### config.mk
export PLATFORM = sky130hd
export DESIGN_NAME = guarded_transition_table
export DESIGN_NICKNAME = d
export VERILOG_FILES = /design/src/design/gtt_pkg.sv /design/src/design/guarded_transition_table.sv /design/src/design/gtt_ctrl.sv /design/src/design/gtt_datapath.sv
export SDC_FILE = /design/constraint.sdc
export NUM_CORES = 2
export LEC_CHECK = 0
export ABC_AREA = 1
export CAP_MARGIN = 20
export CORE_ASPECT_RATIO = 0.75
export CORE_MARGIN = 2
export CORE_UTILIZATION = 58
export CTS_CLUSTER_SIZE = 40
export DETAILED_ROUTE_END_ITERATION = 8
export DONT_BUFFER_PORTS = 1
export PLACE_DENSITY = 0.8
export SLEW_MARGIN = 20
export SYNTH_ARGS = -nofsm -noshare
export SYNTH_HDL_FRONTEND = slang
export SYNTH_HIERARCHICAL = 1
export SYNTH_SLANG_ARGS = --single-unit
### constraint.sdc
create_clock -name clk_i -period 5.1 [get_ports clk_i]
set_clock_uncertainty 0.15 [all_clocks]
set_input_delay 0.255 -clock clk_i [delete_from_list [all_inputs] [get_ports clk_i]]
set_output_delay 0.255 -clock clk_i [all_outputs]
set_load 0.02 [all_outputs]
### src/design/gtt_pkg.sv
// ----------------------------------------------------------------------------
// gtt_pkg
// Types, widths and codes shared by the guarded transition table modules.
// ----------------------------------------------------------------------------
package gtt_pkg;

  // default number of rows in the permission matrix
  localparam int unsigned MAX_STATES_DEF = 32;

  // field widths
  localparam int unsigned CMD_W   = 3;
  localparam int unsigned STATE_W = 5;
  localparam int unsigned ROW_W   = 32;
  localparam int unsigned CNT_W   = 6;
  localparam int unsigned TOT_W   = 32;
  localparam int unsigned STAT_W  = 2;

  // configuration port
  localparam int unsigned CFG_W     = 6;
  localparam int unsigned CFG_IDX_W = 1;

  localparam logic [CFG_IDX_W-1:0] REG_STATE_COUNT   = 1'b0;
  localparam logic [CFG_IDX_W-1:0] REG_INITIAL_STATE = 1'b1;

  localparam logic [CNT_W-1:0]   STATE_COUNT_RST   = 6'd32;
  localparam logic [STATE_W-1:0] INITIAL_STATE_RST = 5'd0;

  // command codes
  typedef enum logic [CMD_W-1:0] {
    CMD_LOAD    = 3'd0,
    CMD_RESTART = 3'd1,
    CMD_GO      = 3'd2,
    CMD_FORCE   = 3'd3,
    CMD_QUERY   = 3'd4
  } gtt_cmd_e;

  // result status codes
  typedef enum logic [STAT_W-1:0] {
    STAT_OK      = 2'd0,
    STAT_RANGE   = 2'd1,
    STAT_REFUSED = 2'd2
  } gtt_status_e;

  // controller states
  typedef enum logic [1:0] {
    S_IDLE  = 2'd0,
    S_EXEC  = 2'd1,
    S_QROW  = 2'd2,
    S_QPICK = 2'd3
  } gtt_state_e;

  // matrix read address select
  typedef enum logic [1:0] {
    RD_CUR  = 2'd0,
    RD_FROM = 2'd1,
    RD_NODE = 2'd2
  } gtt_rd_sel_e;

  // input item
  typedef struct packed {
    logic [CMD_W-1:0]   cmd;
    logic [STATE_W-1:0] from_state;
    logic [STATE_W-1:0] to_state;
    logic [ROW_W-1:0]   row_bits;
  } gtt_item_t;

  // result item
  typedef struct packed {
    logic [STAT_W-1:0]  status;
    logic [STATE_W-1:0] current_state;
    logic [TOT_W-1:0]   transition_total;
    logic [TOT_W-1:0]   refusal_total;
    logic               may_go;
    logic [ROW_W-1:0]   row_mask;
    logic               is_terminal;
    logic               reachable_flag;
  } gtt_result_t;

  // controller to datapath commands
  typedef struct packed {
    logic        latch;
    gtt_rd_sel_e rd_sel;
    logic        exec;
    logic        q_init;
    logic        q_step;
    logic        q_pick;
    logic        emit;
  } gtt_ctrl_t;

  // datapath to controller status
  typedef struct packed {
    logic query_ok;
    logic pending_empty;
  } gtt_stat_t;

endpackage

### src/design/guarded_transition_table.sv
// ----------------------------------------------------------------------------
// guarded_transition_table: takes a new command only while busy is low. The
// result strobe is registered from the EXEC state, or for a query from the last
// QPICK of the row-by-row search over the single matrix read port. Reset clears
// the matrix at once through per-row valid flags, no clear pass.
// ----------------------------------------------------------------------------
module guarded_transition_table #(
  parameter int unsigned MAX_STATES = gtt_pkg::MAX_STATES_DEF
) (
  input  logic                          clk_i,
  input  logic                          rst_ni,
  input  logic                          start,
  output logic                          busy,
  input  gtt_pkg::gtt_item_t            item_i,
  output gtt_pkg::gtt_result_t          res_o,
  output logic                          done_o,
  input  logic                          cfg_we_i,
  input  logic [gtt_pkg::CFG_IDX_W-1:0] cfg_idx_i,
  input  logic [gtt_pkg::CFG_W-1:0]     cfg_wdata_i
);

  gtt_pkg::gtt_ctrl_t ctrl;
  gtt_pkg::gtt_stat_t stat;

  // sequencer
  gtt_ctrl u_ctrl (
    .clk_i  (clk_i),
    .rst_ni (rst_ni),
    .start  (start),
    .busy   (busy),
    .stat_i (stat),
    .ctrl_o (ctrl)
  );

  // matrix, state and counters
  gtt_datapath #(
    .MAX_STATES (MAX_STATES)
  ) u_datapath (
    .clk_i       (clk_i),
    .rst_ni      (rst_ni),
    .cfg_we_i    (cfg_we_i),
    .cfg_idx_i   (cfg_idx_i),
    .cfg_wdata_i (cfg_wdata_i),
    .item_i      (item_i),
    .ctrl_i      (ctrl),
    .stat_o      (stat),
    .res_o       (res_o),
    .done_o      (done_o)
  );

endmodule

### src/design/gtt_ctrl.sv
// ----------------------------------------------------------------------------
// gtt_ctrl
// Sequencer for the guarded transition table: execute one command, or walk
// the reachability search row by row for a query.
// ----------------------------------------------------------------------------
module gtt_ctrl (
  input  logic              clk_i,
  input  logic              rst_ni,
  input  logic              start,
  output logic              busy,
  input  gtt_pkg::gtt_stat_t stat_i,
  output gtt_pkg::gtt_ctrl_t ctrl_o
);

  gtt_pkg::gtt_state_e state_q, state_d;

  // state register
  always_ff @(posedge clk_i or negedge rst_ni) begin
    if (!rst_ni) begin
      state_q <= gtt_pkg::S_IDLE;
    end else begin
      state_q <= state_d;
    end
  end

  // next state
  always_comb begin
    state_d = state_q;
    case (state_q)
      gtt_pkg::S_IDLE: begin
        if (start) state_d = gtt_pkg::S_EXEC;
      end
      gtt_pkg::S_EXEC: begin
        state_d = stat_i.query_ok ? gtt_pkg::S_QROW : gtt_pkg::S_IDLE;
      end
      gtt_pkg::S_QROW: begin
        state_d = gtt_pkg::S_QPICK;
      end
      gtt_pkg::S_QPICK: begin
        state_d = stat_i.pending_empty ? gtt_pkg::S_IDLE : gtt_pkg::S_QROW;
      end
      default: begin
        state_d = gtt_pkg::S_IDLE;
      end
    endcase
  end

  // command outputs
  always_comb begin
    ctrl_o        = '0;
    ctrl_o.rd_sel = gtt_pkg::RD_CUR;
    busy          = 1'b1;
    case (state_q)
      gtt_pkg::S_IDLE: begin
        busy         = 1'b0;
        ctrl_o.latch = start;
      end
      gtt_pkg::S_EXEC: begin
        ctrl_o.exec   = 1'b1;
        ctrl_o.rd_sel = gtt_pkg::RD_FROM;
        ctrl_o.q_init = stat_i.query_ok;
        ctrl_o.emit   = !stat_i.query_ok;
      end
      gtt_pkg::S_QROW: begin
        ctrl_o.q_step = 1'b1;
      end
      gtt_pkg::S_QPICK: begin
        ctrl_o.rd_sel = gtt_pkg::RD_NODE;
        ctrl_o.q_pick = 1'b1;
        ctrl_o.emit   = stat_i.pending_empty;
      end
      default: begin
        busy = 1'b1;
      end
    endcase
  end

endmodule

### src/design/gtt_datapath.sv
// ----------------------------------------------------------------------------
// gtt_datapath
// Permission matrix, current state, counters, configuration registers and
// the reachability search registers of the guarded transition table.
// ----------------------------------------------------------------------------
module gtt_datapath #(
  parameter int unsigned MAX_STATES = gtt_pkg::MAX_STATES_DEF
) (
  input  logic                             clk_i,
  input  logic                             rst_ni,
  input  logic                             cfg_we_i,
  input  logic [gtt_pkg::CFG_IDX_W-1:0]    cfg_idx_i,
  input  logic [gtt_pkg::CFG_W-1:0]        cfg_wdata_i,
  input  gtt_pkg::gtt_item_t               item_i,
  input  gtt_pkg::gtt_ctrl_t               ctrl_i,
  output gtt_pkg::gtt_stat_t               stat_o,
  output gtt_pkg::gtt_result_t             res_o,
  output logic                             done_o
);

  localparam int unsigned IDX_W = (MAX_STATES > 1) ? $clog2(MAX_STATES) : 1;
  localparam logic [gtt_pkg::CNT_W-1:0] MAX_N = gtt_pkg::CNT_W'(MAX_STATES);
  localparam logic [MAX_STATES-1:0] ONE_HOT0 = MAX_STATES'(1);

  // configuration
  logic [gtt_pkg::CNT_W-1:0]   state_count_q;
  logic [gtt_pkg::STATE_W-1:0] initial_state_q;

  // latched item
  gtt_pkg::gtt_item_t item_q;

  // permission matrix and its read port
  logic [gtt_pkg::ROW_W-1:0] mem_q [MAX_STATES];
  logic [MAX_STATES-1:0]     valid_q;
  logic [gtt_pkg::ROW_W-1:0] rd_data_q;
  logic                      rd_valid_q;
  logic [IDX_W-1:0]          rd_addr;
  logic                      wr_en;

  // architectural state
  logic [gtt_pkg::STATE_W-1:0] state_now_q, state_now_d;
  logic [gtt_pkg::TOT_W-1:0]   moves_q, moves_d;
  logic [gtt_pkg::TOT_W-1:0]   refused_q, refused_d;
  gtt_pkg::gtt_status_e        status_d;

  // search registers
  logic [MAX_STATES-1:0]     pending_q, expanded_q, reached_q;
  logic [MAX_STATES-1:0]     expanded_d, lowest;
  logic [IDX_W-1:0]          node_q, node_pick;
  logic                      first_q;
  logic                      may_q;
  logic [gtt_pkg::ROW_W-1:0] mask_q;

  // result
  gtt_pkg::gtt_result_t res_q, res_d;
  logic                 done_q;

  // decoded values
  logic [gtt_pkg::CNT_W-1:0] eff_n;
  logic [gtt_pkg::ROW_W-1:0] low_mask, row_data, row_now;
  logic [MAX_STATES-1:0]     row_small;
  logic                      from_ok, to_ok, init_ok, cur_ok;

  // effective state count and range checks
  always_comb begin
    eff_n   = (state_count_q > MAX_N) ? MAX_N : state_count_q;
    from_ok = {1'b0, item_q.from_state} < eff_n;
    to_ok   = {1'b0, item_q.to_state} < eff_n;
    init_ok = {1'b0, initial_state_q} < eff_n;
    cur_ok  = {1'b0, state_now_q} < eff_n;
    for (int i = 0; i < gtt_pkg::ROW_W; i++) begin
      low_mask[i] = gtt_pkg::CNT_W'(i) < eff_n;
    end
  end

  // row read from the matrix, empty where never loaded
  assign row_data  = rd_valid_q ? (rd_data_q & low_mask) : '0;
  assign row_now   = cur_ok ? row_data : '0;
  assign row_small = row_data[MAX_STATES-1:0];

  // configuration registers
  always_ff @(posedge clk_i or negedge rst_ni) begin
    if (!rst_ni) begin
      state_count_q   <= gtt_pkg::STATE_COUNT_RST;
      initial_state_q <= gtt_pkg::INITIAL_STATE_RST;
    end else if (cfg_we_i) begin
      case (cfg_idx_i)
        gtt_pkg::REG_STATE_COUNT:   state_count_q   <= cfg_wdata_i[gtt_pkg::CNT_W-1:0];
        gtt_pkg::REG_INITIAL_STATE: initial_state_q <= cfg_wdata_i[gtt_pkg::STATE_W-1:0];
        default: ;
      endcase
    end
  end

  // item capture on transfer
  always_ff @(posedge clk_i) begin
    if (ctrl_i.latch) item_q <= item_i;
  end

  // read address select
  always_comb begin
    case (ctrl_i.rd_sel)
      gtt_pkg::RD_CUR:  rd_addr = state_now_q[IDX_W-1:0];
      gtt_pkg::RD_FROM: rd_addr = item_q.from_state[IDX_W-1:0];
      gtt_pkg::RD_NODE: rd_addr = node_pick;
      default:          rd_addr = state_now_q[IDX_W-1:0];
    endcase
  end

  // matrix storage, registered read
  always_ff @(posedge clk_i) begin
    if (wr_en) mem_q[item_q.from_state[IDX_W-1:0]] <= item_q.row_bits;
    rd_data_q <= mem_q[rd_addr];
  end

  // row valid flags, cleared at reset
  always_ff @(posedge clk_i or negedge rst_ni) begin
    if (!rst_ni) begin
      valid_q    <= '0;
      rd_valid_q <= 1'b0;
    end else begin
      if (wr_en) valid_q[item_q.from_state[IDX_W-1:0]] <= 1'b1;
      rd_valid_q <= valid_q[rd_addr];
    end
  end

  // command execution
  always_comb begin
    state_now_d = state_now_q;
    moves_d     = moves_q;
    refused_d   = refused_q;
    status_d    = gtt_pkg::STAT_OK;
    wr_en       = 1'b0;
    if (ctrl_i.exec) begin
      case (item_q.cmd)
        gtt_pkg::CMD_LOAD: begin
          if (!from_ok) status_d = gtt_pkg::STAT_RANGE;
          else wr_en = 1'b1;
        end
        gtt_pkg::CMD_RESTART: begin
          if (!init_ok) begin
            status_d = gtt_pkg::STAT_RANGE;
          end else begin
            state_now_d = initial_state_q;
            moves_d     = '0;
            refused_d   = '0;
          end
        end
        gtt_pkg::CMD_GO: begin
          if (!to_ok) begin
            status_d = gtt_pkg::STAT_RANGE;
          end else if (!row_now[item_q.to_state]) begin
            status_d  = gtt_pkg::STAT_REFUSED;
            refused_d = refused_q + 1'b1;
          end else begin
            state_now_d = item_q.to_state;
            moves_d     = moves_q + 1'b1;
          end
        end
        gtt_pkg::CMD_FORCE: begin
          if (!to_ok) begin
            status_d = gtt_pkg::STAT_RANGE;
          end else begin
            state_now_d = item_q.to_state;
            moves_d     = moves_q + 1'b1;
          end
        end
        gtt_pkg::CMD_QUERY: begin
          if (!(from_ok && to_ok)) status_d = gtt_pkg::STAT_RANGE;
        end
        default: ;
      endcase
    end
  end

  assign stat_o.query_ok      = (item_q.cmd == gtt_pkg::CMD_QUERY) && from_ok && to_ok;
  assign stat_o.pending_empty = (pending_q == '0);

  // architectural state and result strobe
  always_ff @(posedge clk_i or negedge rst_ni) begin
    if (!rst_ni) begin
      state_now_q <= '0;
      moves_q     <= '0;
      refused_q   <= '0;
      done_q      <= 1'b0;
      first_q     <= 1'b0;
    end else begin
      state_now_q <= state_now_d;
      moves_q     <= moves_d;
      refused_q   <= refused_d;
      done_q      <= ctrl_i.emit;
      if (ctrl_i.q_init) first_q <= 1'b1;
      else if (ctrl_i.q_step) first_q <= 1'b0;
    end
  end

  // lowest pending node
  always_comb begin
    lowest    = pending_q & (~pending_q + ONE_HOT0);
    node_pick = '0;
    for (int i = 0; i < MAX_STATES; i++) begin
      if (lowest[i]) node_pick = node_pick | IDX_W'(i);
    end
  end

  assign expanded_d = expanded_q | (ONE_HOT0 << node_q);

  // reachability search, one row per step
  always_ff @(posedge clk_i) begin
    if (ctrl_i.q_init) begin
      may_q      <= row_now[item_q.to_state];
      pending_q  <= ONE_HOT0 << item_q.from_state[IDX_W-1:0];
      expanded_q <= '0;
      reached_q  <= '0;
      node_q     <= item_q.from_state[IDX_W-1:0];
    end
    if (ctrl_i.q_step) begin
      expanded_q <= expanded_d;
      reached_q  <= reached_q | row_small;
      pending_q  <= (pending_q | row_small) & ~expanded_d;
      if (first_q) mask_q <= row_data;
    end
    if (ctrl_i.q_pick) node_q <= node_pick;
  end

  // result assembly
  always_comb begin
    res_d                  = '0;
    res_d.status           = status_d;
    res_d.current_state    = state_now_d;
    res_d.transition_total = moves_d;
    res_d.refusal_total    = refused_d;
    if (!ctrl_i.exec) begin
      res_d.may_go         = may_q;
      res_d.row_mask       = mask_q;
      res_d.is_terminal    = (mask_q == '0);
      res_d.reachable_flag = reached_q[item_q.to_state[IDX_W-1:0]];
    end
  end

  always_ff @(posedge clk_i) begin
    if (ctrl_i.emit) res_q <= res_d;
  end

  assign res_o  = res_q;
  assign done_o = done_q;

endmodule

==> flow_summary.toml <==
[outcome]
status = "complete, no violations"

[pwr]
p_sw_w = 0.0247
internal-power_w = 0.0278
power_leakage_nw = 30.1
netSwitchingFraction_pct = 47.0
total_power_w = 0.0525
p_clk_share_pct = 20.1
p_comb_share_pct = 48.0
pwr-share-seq_pct = 31.9
irDropWorstVdd_mv = 0.992
power_density_mw_per_mm2 = 709

[final_layout]
n_fill_cell = 8352
area_growth_pct = 11.6
largest_register_ffs = 1024
finish.instance_area_mm2 = 0.0741
fin_nets = 6657
layout-drive-gt1-share_pct = 6.77

[yosys]
syn_avg_cell_area_um2 = 10.1
synth_seq_area_share_pct = 64.5
syn_nets = 6645
synth_cell_types = 55
synth_area_mm2 = 0.0664
synth_flop_cell = "edfxtp_1"
synth-seq-cells = 1458
yosys_warnings = 6
synthArstFlopShare_pct = 8.02
synthCells = 6569
synth_edf_count = 1309

[timing]
layout_min_cycle_time_ps = 4340
rsz0062_at_grt = "false"
hold_viol = 0
slew_viol_final = 0
post-route-period-util_pct = 85.1
slew_headroom_pct = 23.0
tightestPinTransition_ps = 1150
fmax_mhz = 230
finalSetupViolCount = 0
setup_tns_ps = 0

[cts]
clkSinkCount = 1458
cts.clk_slew.worst_paths_ps = 70
cts_resized = 0
clock_latency_ps = 820
cts_root_buf = "clkbuf_16"
cts.path.max_buffers = 3
cts_made_buffers = 140
cts_tree = "done"
htree_num_levels = 4
post_cts_buffers = 0

[detailed_routing]
dr.first_iter.drc_count = 8251
dr_wl_met2_mm = 89.7
wl_met3_mm = 27.0
antenna_left = 0
wl_per_cell_um = 24.7
drt_wl_total_mm = 203
drc = 0
drt_pass1_iterations = 7
vias = 50600
wl_met1_mm = 77.2
top_layer = "met5"
vias_per_cell = 6.16

[worst_setup_path]
r2r_start = "u_ctrl/state_q[1]"
r2r_slack_ps = 760
cp_top_family = "buffers and inverters"
critical_path.max_stage_delay_ps = 910
startpoint_type = "register"
required_ps = 5620
reg2reg_depth = 13
crit_top_cell = "nand2_1"
r2r_end = "u_datapath/rd_data_q[19]"
crit_buf_inv = 6
cp_data_arrival_time_ps = 4860
slowest_stage = "o21ai_4"
crit_fanout = 24
crit_chain = "inv_2 > nand2_1 > inv_1 > inv_1 > ha_1 > inv_1 > o21ai_4 > clkinv_2 > buf_4 > nand3_1 > nand2_1 > nand2_1 > nand2_1"
end_kind = "register"
worst-setup-path-type = "register to register"

[floorplanning]
die_width_um = 395
coreArea_mm2 = 0.114
ios = 164
start_util_pct = 58.5
fp.dieH_um = 297
rows = 107
die_area_mm2 = 0.117

[global_route]
grt_use_total_pct = 34.2
antenna_found_initial = 9
grt_pass1_wl_mm = 303
grt_max_degree = 185
overflow = 0
grt_pass1_vias = 48000

[place]
routabilityCongestion = 0.999
dp_hpwl_mm = 119
dpl-instance-area_mm2 = 0.0683
port_buffers = 0

[worst_hold_path]
hp-class = "input port to async pin"

[run]
drv_cap = 0
[worst register-to-register path, stage by stage (launching register included)]
cell and delay, ps:
dfrtp_1 420, inv_2 150, nand2_1 70, inv_1 70
inv_1 40, ha_1 420, inv_1 220, o21ai_4 910
clkinv_2 930, buf_4 490, nand3_1 120, nand2_1 60
nand2_1 100, nand2_1 70
[metal layers]
metal	track usage (%)	vias up
met3	8.88	546
met4	15.9	8
li1	-	22200
met1	48.2	24100
met5	0	-
met2	49.8	3755
[area by class of cell]
class / instances / area, um2 / area share, %
Sequential cell: 1458 / 42900 / 57.8
Multi-Input combinational cell: 3883 / 18800 / 25.4
Clock buffer: 177 / 3720 / 5.02
Inverter: 859 / 3230 / 4.36
Timing Repair Buffer: 239 / 2740 / 3.70
Tap cell: 1526 / 1910 / 2.58
Clock inverter: 76 / 803 / 1.08
Antenna cell: 4 / 10.0 / 0.0135
[cell families (layout without fill, tap and decap cells)]
kind of cell             after synthesis  after routing  share of synthesized area (%)
XOR/XNOR                              32             32                          0.422
multiplexers                           1              1                         0.0151
AO/OA/AOI/OAI                        318            318                           2.95
other                                  0              4                              0
AND/OR/NAND/NOR                     3512           3512                           24.0
adder cells (fa/ha/maj)               20             20                          0.377
flip-flops                          1458           1458                           64.5
buffers and inverters               1228           1351                           7.66
[per-stage QoR]
step	setup WS, ps	hold slack, ps	util [%]	cells
6_report	759	14.4	65.3	8222
5_1_grt	530	83.6	65.3	8219
4_1_cts	890	21.0	65.1	8204
3_5_place_dp	945	-173	60.1	7846
3_3_place_gp	1000	-174	60.1	7846
2_1_floorplan	705	-191	-	6569
[power by group through the flow]
stage	Combinational, W	Clock [W]	Sequential (W)
global route	0.0271	0.0110	0.0168
CTS	0.0243	0.0105	0.0168
global placement	0.0235	0	0.0170
finish	0.0252	0.0106	0.0167
detailed placement	0.0240	0	0.0170
floorplan	0.0169	0	0.0162
[worst max path at each step]
stage	slack (ps)	cells past startpoint	start	end
after floorplan	710	18	u_datapath/state_count_q[2]	u_datapath/expanded_q[0]
after global placement	1000	16	u_datapath/state_count_q[5]	u_datapath/res_o[87]
after detailed placement	950	12	u_ctrl/state_q[0]	u_datapath/rd_data_q[20]
after CTS	890	12	u_ctrl/state_q[0]	u_datapath/rd_data_q[19]
after global routing	530	16	u_datapath/state_count_q[5]	u_datapath/res_o[87]
final	760	13	u_ctrl/state_q[1]	u_datapath/rd_data_q[19]
[placed cells by master (no fill, tap or decap), drive strengths merged, types with 3 or more instances in the layout]
cell,n
clkinv,47
clkinvlp,9
a22oi,4
inv,868
a211oi,3
buf,135
nand2,1566
o2111ai,4
o21a,22
nor2,338
nor4,27
o21ai,146
dfrtp,116
a221oi,16
or2,6
o211ai,41
dlygate4sd3,104
ha,20
bufinv,11
diode,4
nor3,47
xor2,31
a31oi,8
dfxtp,32
nand3,1295
nand4,67
a21o,3
o221ai,6
clkbuf,177
nand3b,164
a21oi,46
edfxtp,1309
o22ai,3
o21bai,14
[synth_stat cells (2+ instances only)]
master	instances	area, um2
nand3b_1	164	1230
dfxtp_1	32	641
a211oi_1	3	22.5
a31oi_1	8	50.1
nand4_1	67	419
o21bai_1	14	105
a21oi_2	4	35.0
buf_4	21	158
or2_2	6	37.5
a221oi_1	16	140
nand2_2	6	37.5
buf_1	6	22.5
o22ai_1	3	18.8
a21oi_1	41	205
nor2_1	316	1190
ha_1	20	250
nand3_2	8	80.1
o21a_1	22	165
xor2_1	31	272
o21ai_2	3	26.3
nor3_1	46	230
nor4_1	25	156
nand2_1	1557	5840
buf_6	23	259
o221ai_1	6	52.6
o211ai_1	41	308
edfxtp_1	1309	39300
o2111ai_1	4	35.0
nand2_4	3	33.8
nor2_4	11	124
o21ai_1	11	55.1
dfrtp_1	116	2900
clkbuf_1	139	522
o21ai_0	132	661
nor4_2	2	25.0
inv_2	14	52.6
a21o_1	3	22.5
nor2_2	10	62.6
clkinv_1	2	7.51
inv_1	842	3160
a22oi_1	4	30.0
buf_2	180	901
nand3_1	1286	6440
[timing repair]
action,CTS,global route
endpoints found under the setup margin,0,0
endpoints found under the hold margin,181,0
hold buffers,105,0
(Power assumes the default switching activity.)
